$ cat src/rtl/elevator_disk_scheduler_core_defines.svh
// ----------------------------------------------------------------------------
// Assertion macros for the elevator disk scheduler
// Clocked, reset-gated assertion forms used by the RTL.
// ----------------------------------------------------------------------------
`ifndef ELEVATOR_DISK_SCHEDULER_CORE_DEFINES_SVH
`define ELEVATOR_DISK_SCHEDULER_CORE_DEFINES_SVH

// property must hold at every clock edge out of reset
`define EDS_ASSERT(lbl, prop, msg) \
  lbl: assert property (@(posedge clk) disable iff (rst) prop) else $error(msg);

// condition must never be true out of reset
`define EDS_ASSERT_NEVER(lbl, cond, msg) \
  lbl: assert property (@(posedge clk) disable iff (rst) !(cond)) else $error(msg);

`endif

$ cat src/rtl/eds_pkg.sv
// ----------------------------------------------------------------------------
// eds_pkg
// Sizes and state encoding of the elevator disk scheduler.
// ----------------------------------------------------------------------------
package eds_pkg;

  localparam int MAX_REQ = 64;
  localparam int ADDR_W  = $clog2(MAX_REQ);
  localparam int CNT_W   = $clog2(MAX_REQ + 1);
  localparam int TRACK_W = 16;
  localparam int TOTAL_W = 17;

  typedef enum logic [2:0] {
    ST_IDLE,
    ST_INS,
    ST_PLACE,
    ST_FIND_RD,
    ST_FIND_CMP,
    ST_EMIT_RD,
    ST_EMIT_LD
  } state_t;

endpackage

$ cat src/rtl/eds_ram.sv
// ----------------------------------------------------------------------------
// eds_ram
// Simple dual-port RAM: one write port, one read port with registered data.
// ----------------------------------------------------------------------------
module eds_ram #(
  parameter int WIDTH = 16,
  parameter int DEPTH = 64
) (
  input  logic                     clk,
  input  logic                     we,
  input  logic [$clog2(DEPTH)-1:0] waddr,
  input  logic [WIDTH-1:0]         wdata,
  input  logic                     re,
  input  logic [$clog2(DEPTH)-1:0] raddr,
  output logic [WIDTH-1:0]         rdata
);

  logic [WIDTH-1:0] mem [DEPTH];

  always_ff @(posedge clk) begin
    if (we) begin
      mem[waddr] <= wdata;
    end
    // hold read data until the next read
    if (re) begin
      rdata <= mem[raddr];
    end
  end

endmodule

$ cat src/rtl/elevator_disk_scheduler_core.sv
// ----------------------------------------------------------------------------
// elevator_disk_scheduler_core
// LOOK scheduling of one batch of track requests held in a sorted RAM.
// ----------------------------------------------------------------------------
//  channel  | dir | tdata (low bit up)                         | side bits
//  ---------+-----+--------------------------------------------+-----------------
//  s_axis   | in  | track[15:0]                                | tlast = last
//  m_axis   | out | served_track, move_distance, total[16:0]   | tlast = end,
//           |     |                                            | tuser = overflow
//  cfg      | in  | head_start[15:0], written when cfg_we      |
//
//  An arriving request is inserted by walking the sorted RAM one entry per
//  cycle through its single read port. The last request then searches for
//  the turn point, reading and then comparing each entry, and each result is
//  read and then loaded into the output register, waiting while it is full.
//  Reset clears the entry count and overflow flag; RAM contents are not reset.
//  Input is taken only in the idle state; results wait in the output register.
// ----------------------------------------------------------------------------
`include "elevator_disk_scheduler_core_defines.svh"

module elevator_disk_scheduler_core
  import eds_pkg::*;
(
  input  logic        clk,
  input  logic        rst,
  input  logic        cfg_we,
  input  logic [15:0] cfg_wdata,
  input  logic        s_tvalid,
  output logic        s_tready,
  input  logic [15:0] s_tdata,   // track[15:0]
  input  logic        s_tlast,
  output logic        m_tvalid,
  input  logic        m_tready,
  output logic [55:0] m_tdata,   // served_track[15:0], move_distance[31:16],
                                 // move_total[48:32], zero pad[55:49]
  output logic        m_tlast,
  output logic        m_tuser    // overflow
);

  state_t state, state_next;

  logic [TRACK_W-1:0] head_start;
  logic [CNT_W-1:0]   cnt, cnt_next;
  logic               ovf, ovf_next;
  logic [CNT_W-1:0]   ptr, ptr_next;
  logic [CNT_W-1:0]   split, split_next;
  logic               dir_up, dir_up_next;
  logic               last_hold, last_hold_next;
  logic [TRACK_W-1:0] trk, trk_next;
  logic [TRACK_W-1:0] cur, cur_next;
  logic [TOTAL_W-1:0] total, total_next;

  logic               ram_we, ram_re;
  logic [ADDR_W-1:0]  ram_waddr, ram_raddr;
  logic [TRACK_W-1:0] ram_wdata, ram_rdata;

  logic               out_free, out_load, out_end;
  logic [TRACK_W-1:0] move_dist;
  logic [TOTAL_W-1:0] out_total;

  logic [TRACK_W-1:0] o_track, o_dist;
  logic [TOTAL_W-1:0] o_total;
  logic               o_ovf, o_end;

  eds_ram #(.WIDTH(TRACK_W), .DEPTH(MAX_REQ)) u_store (
    .clk   (clk),
    .we    (ram_we),
    .waddr (ram_waddr),
    .wdata (ram_wdata),
    .re    (ram_re),
    .raddr (ram_raddr),
    .rdata (ram_rdata)
  );

  assign s_tready = (state == ST_IDLE);
  assign out_free = !m_tvalid || m_tready;
  assign move_dist = (ram_rdata >= cur) ? ram_rdata - cur : cur - ram_rdata;
  assign out_total = total + {1'b0, move_dist};

  always_comb begin
    state_next     = state;
    cnt_next       = cnt;
    ovf_next       = ovf;
    ptr_next       = ptr;
    split_next     = split;
    dir_up_next    = dir_up;
    last_hold_next = last_hold;
    trk_next       = trk;
    cur_next       = cur;
    total_next     = total;
    ram_we         = 1'b0;
    ram_waddr      = ptr[ADDR_W-1:0];
    ram_wdata      = trk;
    ram_re         = 1'b0;
    ram_raddr      = ptr[ADDR_W-1:0];
    out_load       = 1'b0;
    out_end        = 1'b0;

    unique case (state)
      ST_IDLE: begin
        if (s_tvalid) begin
          trk_next       = s_tdata;
          last_hold_next = s_tlast;
          ptr_next       = '0;
          if (cnt == CNT_W'(MAX_REQ)) begin
            // store full: drop the request
            ovf_next = 1'b1;
            if (s_tlast) begin
              state_next = ST_FIND_RD;
            end
          end else if (cnt == '0) begin
            ram_we    = 1'b1;
            ram_waddr = '0;
            ram_wdata = s_tdata;
            cnt_next  = cnt + CNT_W'(1);
            if (s_tlast) begin
              state_next = ST_FIND_RD;
            end
          end else begin
            ptr_next   = cnt;
            ram_re     = 1'b1;
            ram_raddr  = ADDR_W'(cnt - CNT_W'(1));
            state_next = ST_INS;
          end
        end
      end

      ST_INS: begin
        ram_we    = 1'b1;
        ram_waddr = ptr[ADDR_W-1:0];
        if (ram_rdata > trk) begin
          // shift the larger entry up one place
          ram_wdata = ram_rdata;
          ptr_next  = ptr - CNT_W'(1);
          if (ptr == CNT_W'(1)) begin
            state_next = ST_PLACE;
          end else begin
            ram_re    = 1'b1;
            ram_raddr = ADDR_W'(ptr - CNT_W'(2));
          end
        end else begin
          ram_wdata  = trk;
          cnt_next   = cnt + CNT_W'(1);
          ptr_next   = '0;
          state_next = last_hold ? ST_FIND_RD : ST_IDLE;
        end
      end

      ST_PLACE: begin
        ram_we     = 1'b1;
        ram_waddr  = '0;
        ram_wdata  = trk;
        cnt_next   = cnt + CNT_W'(1);
        ptr_next   = '0;
        state_next = last_hold ? ST_FIND_RD : ST_IDLE;
      end

      ST_FIND_RD: begin
        if (cnt == '0) begin
          ovf_next   = 1'b0;
          state_next = ST_IDLE;
        end else begin
          ram_re     = 1'b1;
          state_next = ST_FIND_CMP;
        end
      end

      ST_FIND_CMP: begin
        cur_next   = head_start;
        total_next = '0;
        if (ram_rdata < head_start && (ptr + CNT_W'(1)) < cnt) begin
          ptr_next   = ptr + CNT_W'(1);
          state_next = ST_FIND_RD;
        end else begin
          split_next = (ram_rdata < head_start) ? cnt : ptr;
          if (split_next < cnt) begin
            ptr_next    = split_next;
            dir_up_next = 1'b1;
          end else begin
            ptr_next    = split_next - CNT_W'(1);
            dir_up_next = 1'b0;
          end
          state_next = ST_EMIT_RD;
        end
      end

      ST_EMIT_RD: begin
        ram_re     = 1'b1;
        state_next = ST_EMIT_LD;
      end

      ST_EMIT_LD: begin
        if (out_free) begin
          out_load   = 1'b1;
          cur_next   = ram_rdata;
          total_next = out_total;
          state_next = ST_EMIT_RD;
          if (dir_up) begin
            if ((ptr + CNT_W'(1)) < cnt) begin
              ptr_next = ptr + CNT_W'(1);
            end else if (split != '0) begin
              // turn at the largest request
              ptr_next    = split - CNT_W'(1);
              dir_up_next = 1'b0;
            end else begin
              out_end = 1'b1;
            end
          end else if (ptr != '0) begin
            ptr_next = ptr - CNT_W'(1);
          end else begin
            out_end = 1'b1;
          end
          if (out_end) begin
            cnt_next   = '0;
            ovf_next   = 1'b0;
            ptr_next   = '0;
            state_next = ST_IDLE;
          end
        end
      end

      default: state_next = ST_IDLE;
    endcase
  end

  always_ff @(posedge clk) begin
    if (rst) begin
      state      <= ST_IDLE;
      head_start <= '0;
      cnt        <= '0;
      ovf        <= 1'b0;
      ptr        <= '0;
      m_tvalid   <= 1'b0;
    end else begin
      state <= state_next;
      cnt   <= cnt_next;
      ovf   <= ovf_next;
      ptr   <= ptr_next;
      if (cfg_we) begin
        head_start <= cfg_wdata;
      end
      if (out_load) begin
        m_tvalid <= 1'b1;
      end else if (m_tready) begin
        m_tvalid <= 1'b0;
      end
    end
  end

  always_ff @(posedge clk) begin
    split     <= split_next;
    dir_up    <= dir_up_next;
    last_hold <= last_hold_next;
    trk       <= trk_next;
    cur       <= cur_next;
    total     <= total_next;
    if (out_load) begin
      o_track <= ram_rdata;
      o_dist  <= move_dist;
      o_total <= out_total;
      o_ovf   <= ovf;
      o_end   <= out_end;
    end
  end

  assign m_tdata = {7'd0, o_total, o_dist, o_track};
  assign m_tlast = o_end;
  assign m_tuser = o_ovf;

  `EDS_ASSERT(a_cnt_bound, cnt <= CNT_W'(MAX_REQ), "entry count beyond capacity")
  `EDS_ASSERT_NEVER(a_ram_collide, ram_we && ram_re && ram_waddr == ram_raddr,
                    "read and write of the same entry in one cycle")
  `EDS_ASSERT(a_end_clears, out_load && out_end |=> cnt == '0 && !ovf,
              "batch state not cleared after the final result")
  `EDS_ASSERT(a_ovf_full, $rose(ovf) |-> cnt == CNT_W'(MAX_REQ),
              "overflow flagged with room left in the store")
  `EDS_ASSERT_NEVER(a_load_busy, out_load && m_tvalid && !m_tready,
                    "result loaded over one still waiting")

endmodule
$ cat config.mk
export PLATFORM = sky130hd
export DESIGN_NAME = elevator_disk_scheduler_core
export DESIGN_NICKNAME = d
export VERILOG_FILES = /design/src/rtl/eds_pkg.sv /design/src/rtl/eds_ram.sv /design/src/rtl/elevator_disk_scheduler_core.sv
export VERILOG_INCLUDE_DIRS = /design/src /design/src/rtl
export SDC_FILE = /design/constraint.sdc
export NUM_CORES = 2
export LEC_CHECK = 0
export ABC_AREA = 0
export BUFFER_PORTS_ARGS = -buffer_cell sky130_fd_sc_hd__buf_2
export CORE_MARGIN = 8
export CORE_UTILIZATION = 50
export DETAILED_ROUTE_END_ITERATION = 16
export HOLD_SLACK_MARGIN = 0.05
export PLACE_DENSITY = 0.78
export SYNTH_ARGS = -nofsm -noshare
export SYNTH_HDL_FRONTEND = slang
export SYNTH_SLANG_ARGS = --single-unit
$ cat constraint.sdc
create_clock -name clk -period 6.87 [get_ports clk]
set_input_delay 0.687 -clock clk [delete_from_list [all_inputs] [get_ports clk]]
set_output_delay 0.687 -clock clk [all_outputs]
set_load 0.005 [all_outputs]
**Word level (Yosys, flattened, before mapping)**

Memory sizes are Yosys's and may differ from the RTL's. A register that Yosys moved wholly into a read port is not among the register bits.
Index checks and enable logic that the tools add are counted.

- Bits in writable memories: 1024
- Output and inout bits: 60
- Register bits after elaboration: 144
- Logic and storage cells: 163
- Memories: 1

Memories:

| name | words | width | read ports | clocked after Yosys merged registers in | write ports | line | RTL |
|---|---|---|---|---|---|---|---|
| u_store.mem | 64 | 16 | 1 | 1 | 1 | eds_ram.sv:18 | `logic [WIDTH-1:0] mem [DEPTH];` |

- Magnitude comparators: 5
- Add/subtract/negate cells: 10
- Equality and inequality tests: 20
- Reduce and logical (&&, ||, !) cells: 22
- Bitwise logic cells: 1
- Multiplexer cells: 87

Operators by type and width:

| kind | count |
|---|---|
| 2-to-1 mux 7 bit | 19 |
| 2-to-1 mux 16 bit | 6 |
| one-hot mux 16 bit (2 select lines) | 2 |
| 2-to-1 mux 6 bit | 8 |
| one-hot mux 7 bit (5 select lines) | 1 |
| one-hot mux 17 bit (2 select lines) | 1 |
| subtractor 16 bit | 2 |
| 2-to-1 mux 1 bit | 30 |
| 2-to-1 mux 3 bit | 10 |
| one-hot mux 7 bit (4 select lines) | 1 |
| one-hot mux 6 bit (2 select lines) | 2 |
| one-hot mux 3 bit (7 select lines) | 1 |
| subtractor 7 x 1 -> 7 bit (second input constant) | 3 |
| adder 17 x 16 -> 17 bit | 1 |
| 2-to-1 mux 17 bit | 1 |
| greater-or-equal comparator 16 bit | 1 |
| greater-than comparator 16 bit | 1 |
| less-than comparator 16 bit | 1 |
| adder 7 x 1 -> 7 bit (second input constant) | 2 |
| less-than comparator 7 bit | 2 |
| != test 2 bit (second input constant) | 7 |
| nonzero test 7 bit | 2 |
| equality test 3 bit (second input constant) | 3 |
| AND reduction 2 bit | 4 |
| 29 further kinds | 34 |

**Logic depth before layout (Yosys ltp)**

- Depth after elaboration: 9
- Gate-level depth with buffers: 25

**By module**

From an unflattened synthesis, not the netlist that was laid out.

- Cells, all modules: 2904
- Area, all modules: 50352.0 sq um

By module, submodules not included:

| module | instances | cells each | area each (sq um) | sequential area each (sq um) |
|---|---|---|---|---|
| eds_ram | 1 | 1820 | 40138.5 | 31230.0 |
| elevator_disk_scheduler_core | 1 | 1084 | 10213.5 | 3973.8 |

**Worst setup path after synthesis**

OpenSTA, ideal clock, no wires.

- Path type: reg-to-reg
- Start point: register u_store.rdata[3] (read register of u_store.mem)
- End point: register total[16], data pin
- Slack: 1.897 ns
- Buffers on the path: 3
- Arrival time: 4.699 ns
- Required time: 6.596 ns
- Cell stages (with the launch flop): 23
- Period minus slack after synthesis: 4.973 ns
- Cell sequence: edfxtp_1 ha_1 clkbuf_1 a21o_1 a21oi_1 o21ai_0 a211oi_1 nor2_1 clkbuf_1 clkbuf_1 mux2i_1 xnor2_1 ha_1 nor2b_1 o21ai_0 a21oi_1 o21ai_0 a21oi_1 a41oi_1 a21oi_1 a41oi_1 mux2i_1 a41oi_1

- Word-level cells in the longest chain between the ends: 5
- Elaborated cells between the ends (all ways): 7
- Those cells by class: add/sub: 3; order compare: 1; mux: 3

RTL lines:

| item | line | RTL |
|---|---|---|
| start: declaration | eds_ram.sv:15 | `output logic [WIDTH-1:0] rdata` |
| greater-or-equal comparator 16 bit | elevator_disk_scheduler_core.sv:77 | `assign move_dist = (ram_rdata >= cur) ? ram_rdata - cur : cur - ram_rdata;` |
| 2-to-1 mux 16 bit | elevator_disk_scheduler_core.sv:77 |  |
| via move_dist[2] | elevator_disk_scheduler_core.sv:58 | `logic [TRACK_W-1:0] move_dist;` |
| adder 17 x 16 -> 17 bit | elevator_disk_scheduler_core.sv:78 | `assign out_total = total + {1'b0, move_dist};` |
| 2-to-1 mux 17 bit | elevator_disk_scheduler_core.sv:193 | `if (out_free) begin` |
| one-hot mux 17 bit (2 select lines) | elevator_disk_scheduler_core.sv:99 | `unique case (state)` |
| end signal: assignment | elevator_disk_scheduler_core.sv:256 | `total <= total_next;` |
| end: declaration | elevator_disk_scheduler_core.sv:51 | `logic [TOTAL_W-1:0] total, total_next;` |

The timed path passes the listed nets, and every way through them passes these cells. The select of a mux whose other input is x is not followed.
A chain may end at the register's enable or synchronous reset.

**Final worst setup path**

- Start point: register u_store.rdata[11] (read register of u_store.mem)
- End point: register u_store.rdata[5] (read register of u_store.mem), data pin

- Word-level cells in the longest chain between the ends: 3
- Elaborated cells between the ends (all ways): 5
- Those cells by class: order compare: 1; mux: 4

RTL lines:

| item | line | RTL |
|---|---|---|
| greater-than comparator 16 bit * | elevator_disk_scheduler_core.sv:131 | `if (ram_rdata > trk) begin` |
| 2-to-1 mux 1 bit / 2-to-1 mux 6 bit (equally long branches) | elevator_disk_scheduler_core.sv:131 |  |
| one-hot mux 1 bit (4 select lines) / one-hot mux 6 bit (2 select lines) (equally long branches) | elevator_disk_scheduler_core.sv:99 |  |

Every way passes the cells marked *; elsewhere a longest branch is shown, timed or not.

==> impl_metrics.tcl <==
set metrics [dict create \
    endpoint_kind "flop" \
    timing.fmax_mhz 175 \
    design.die.area_um2 111000 \
    slew_violations 0 \
    cts.sink_count 1184 \
    die_w_um 334 \
    pin_count_of_the_biggest_net_entering_global_routing 87 \
    route.vias.total 29096 \
    drv_cap 0 \
    placement.io_buffers 90 \
    grt_setup_unrepaired "no" \
    outcome "finished clean" \
    ys_top_cells_by_count "1149 x edfxtp_1, 252 x a211oi_1, 154 x nor2_1" \
    synth.yosys.seq_area_share_pct 69.8 \
    power.switching_fraction_pct 39.4 \
    min_to "trk[4]$_DFFE_PP_" \
    routed_wl_per_cell_um 26.8 \
    clockPowerShare_pct 21.4 \
    worst_slack_ns 1.17 \
    initial_core_util_pct 50.4 \
    r2r-end "u_store.rdata[5]$_DFFE_PP_" \
    drt_iter0_markers 3659 \
    hold_start "s_tdata[4]" \
    worstPathCellList "ha_1 -> nand3_1 -> nor3_1 -> a21boi_0 -> o31a_1 -> nand2_1 -> a31oi_4 -> buf_12 -> buf_4 -> a211oi_1 -> o31ai_1 -> nand4_1" \
    postLayoutCellArea_um2 56400 \
    final_nets 3382 \
    viasPerCell 6.27 \
    pwr-share-comb_pct 43.0 \
    p_switching_uw 11600 \
    timing.hold.worst_path_depth 1 \
    cp_slowest_stage_delay_ns 1.00 \
    cp_data_required_time_ns 7.23 \
    hold_buffers 0 \
    clockBufferDepth 3 \
    cpMaxStageDelayCell "o31ai_1" \
    synth.distinct_cells 75 \
    cell_taking_the_most_area_after_synthesis "edfxtp_1" \
    tightest_slew_ns 1.34 \
    cts.root.buffer_cell "clkbuf_16" \
    core_area_um2 100000 \
    count_of_pins_on_the_block_boundary 98 \
    die_height_um 334 \
    worst_vdd_drop_uv 583 \
    setup_violations 0 \
    synth_async_sr_flop_share_pct 0 \
    yosysWarnings 0 \
    overflow 0 \
    htree_levels 3 \
    fin_setup_tns_ns 0 \
    power.share.sequential_pct 35.6 \
    reg2reg_depth 12 \
    postCtsResizedCells 0 \
    drive_gt1_share_pct 16.9 \
    antenna_found_initial 8 \
    crit_path_max_fanout 75 \
    cts_setup_buffers 0 \
    syn-cell-area_um2 50400 \
    row_count 116 \
    rr_startpoint "u_store.rdata[11]$_DFFE_PP_" \
    edff_count_synth 1149 \
    synth.area.top_cells "edfxtp_1 68%, mux4_2 6.0%, a211oi_1 3.8%, mux2i_1 3.0%, ha_1 2.5%" \
    clock_pin_transition_on_the_worst_setup_and_hold_timing_paths_ns 0.06 \
    clock_network_latency_to_the_later_pin_of_the_worst_skew_pair_ns 0.72 \
    detail_route.drc_violations 0 \
    finalClockSkew_ns 0.0451 \
    cellInternalPower_uw 17900 \
    critPathArrivalTime_ns 6.06 \
    synth.most_common_cell "edfxtp_1" \
    vias_in_the_first_global_route 28249 \
    syn-mean-instance-area_um2 16.2 \
    post_dp_cell_area_um2 52500 \
    critical_path_buf_inv_count 2 \
    final_min_period_over_clock_period_pct 82.9 \
    final_wtd_congestion 0.900 \
    finalWirelength_um 124000 \
    syn_inst 3116 \
    postSynth.topFlopCell "edfxtp_1" \
    synth-seq-cells 1184 \
    global_route_wire_length_before_repair_um 181000 \
    power.density_nw_per_um2 524 \
    place_ws_ns 1.31 \
    synth_top_cell_area_share_pct 68.4 \
    critical_path_class "flop to flop" \
    grt_use_total_pct 21.5 \
    hpwl_um 74200 \
    drtPass1Iterations 10 \
    postRouteAntennaNets 0 \
    tritoncts "built" \
    power.leakage_uw 0.0195 \
    synthToLayoutAreaGrowth_pct 11.7 \
    slew_headroom_pct 9.84 \
    critical-path-top-delay-family "compound AO/OA/AOI/OAI gates" \
    critical_path.startpoint_type "flop" \
    finalWorstPathRequiredPeriod_ns 5.70 \
    reg2reg_slack_ns 1.17 \
    hp-class "primary input to flop" \
    hold_violations 0 \
    cts_inserted_buffers 112 \
]
[placed cells by master, fill, tap and decap left out, types with 62 or more instances in the layout]
master and n:
inv_1 104, buf_4 89, mux4_2 134, clkbuf_16 112, o31ai_1 64, nor2_1 134
nand2_1 87, buf_2 90, nor2b_1 133, edfxtp_1 1149, ha_1 101, a21oi_1 62
mux2i_1 153, a211oi_1 252
[state kept, by name, indices dropped and copies added (netlist names), 3 cells and up]
signal         flops
o_track           16
ptr                7
split              7
u_store.rdata     16
o_total           17
u_store.mem     1024
cur               16
state              3
total             17
head_start        16
o_dist            16
cnt                7
trk               16
[per-layer routing]
metal	vias up	global-route usage (%)	part of all wire [%]
met4	12	8.53	4.0
met1	14584	28.3	38
met5	-	0	0.071
met3	277	4.88	10
li1	12611	-	-
met2	1612	34.9	47
[cells by family after synthesis]
logic type	share of synthesized area, %
AND/OR/NAND/NOR	5.49
other	0.00743
AO/OA/AOI/OAI	9.14
adder cells (fa/ha/maj)	2.62
buffers and inverters	2.84
flip-flops	69.8
multiplexers	9.18
XOR/XNOR	0.920
[power by group through the flow]
stage | Sequential [uW] | Combinational (uW) | Clock [uW]
after floorplan | 10500 | 8430 | 0
after global placement | 10600 | 12200 | 0
after detailed placement | 10600 | 12500 | 0
after CTS | 10500 | 12600 | 6380
after global routing | 10500 | 13500 | 6640
final | 10500 | 12700 | 6320
[worst max-delay path by stage]
stage / depth (start not counted) / endpoint / start
floorplan: 22 / total[16]$_SDFFCE_PN0P_ / u_store.rdata[3]$_DFFE_PP_
global placement: 20 / total[16]$_SDFFCE_PN0P_ / u_store.rdata[9]$_DFFE_PP_
detailed placement: 13 / u_store.rdata[11]$_DFFE_PP_ / cnt[0]$_SDFFE_PP0P_
CTS: 13 / u_store.rdata[11]$_DFFE_PP_ / cnt[0]$_SDFFE_PP0P_
global route: 12 / u_store.rdata[5]$_DFFE_PP_ / u_store.rdata[11]$_DFFE_PP_
finish: 12 / u_store.rdata[5]$_DFFE_PP_ / u_store.rdata[11]$_DFFE_PP_
[final cells by class]
cell class,instances,area [um^2]
Clock inverter,88,952
Antenna cell,4,10.0
Fill cell,7376,43600
Tap cell,1298,1620
Clock buffer,123,2840
Multi-Input combinational cell,1633,13900
Timing Repair Buffer,190,1340
Inverter,119,447
Sequential cell,1184,35200
[through the flow]
stage | hold slack (ns) | instances | total power (uW) | utilization [%]
final | 0.170 | 4639 | 29500 | 56.4
after global routing | 0.157 | 4635 | 30600 | 56.3
after CTS | 0.146 | 4635 | 29500 | 56.3
after detailed placement | 0.422 | 4424 | 23100 | 52.5
after global placement | 0.412 | 4424 | 22900 | 52.5
after floorplan | 0.402 | 3122 | 18900 | -
(Power assumes the default switching activity.)
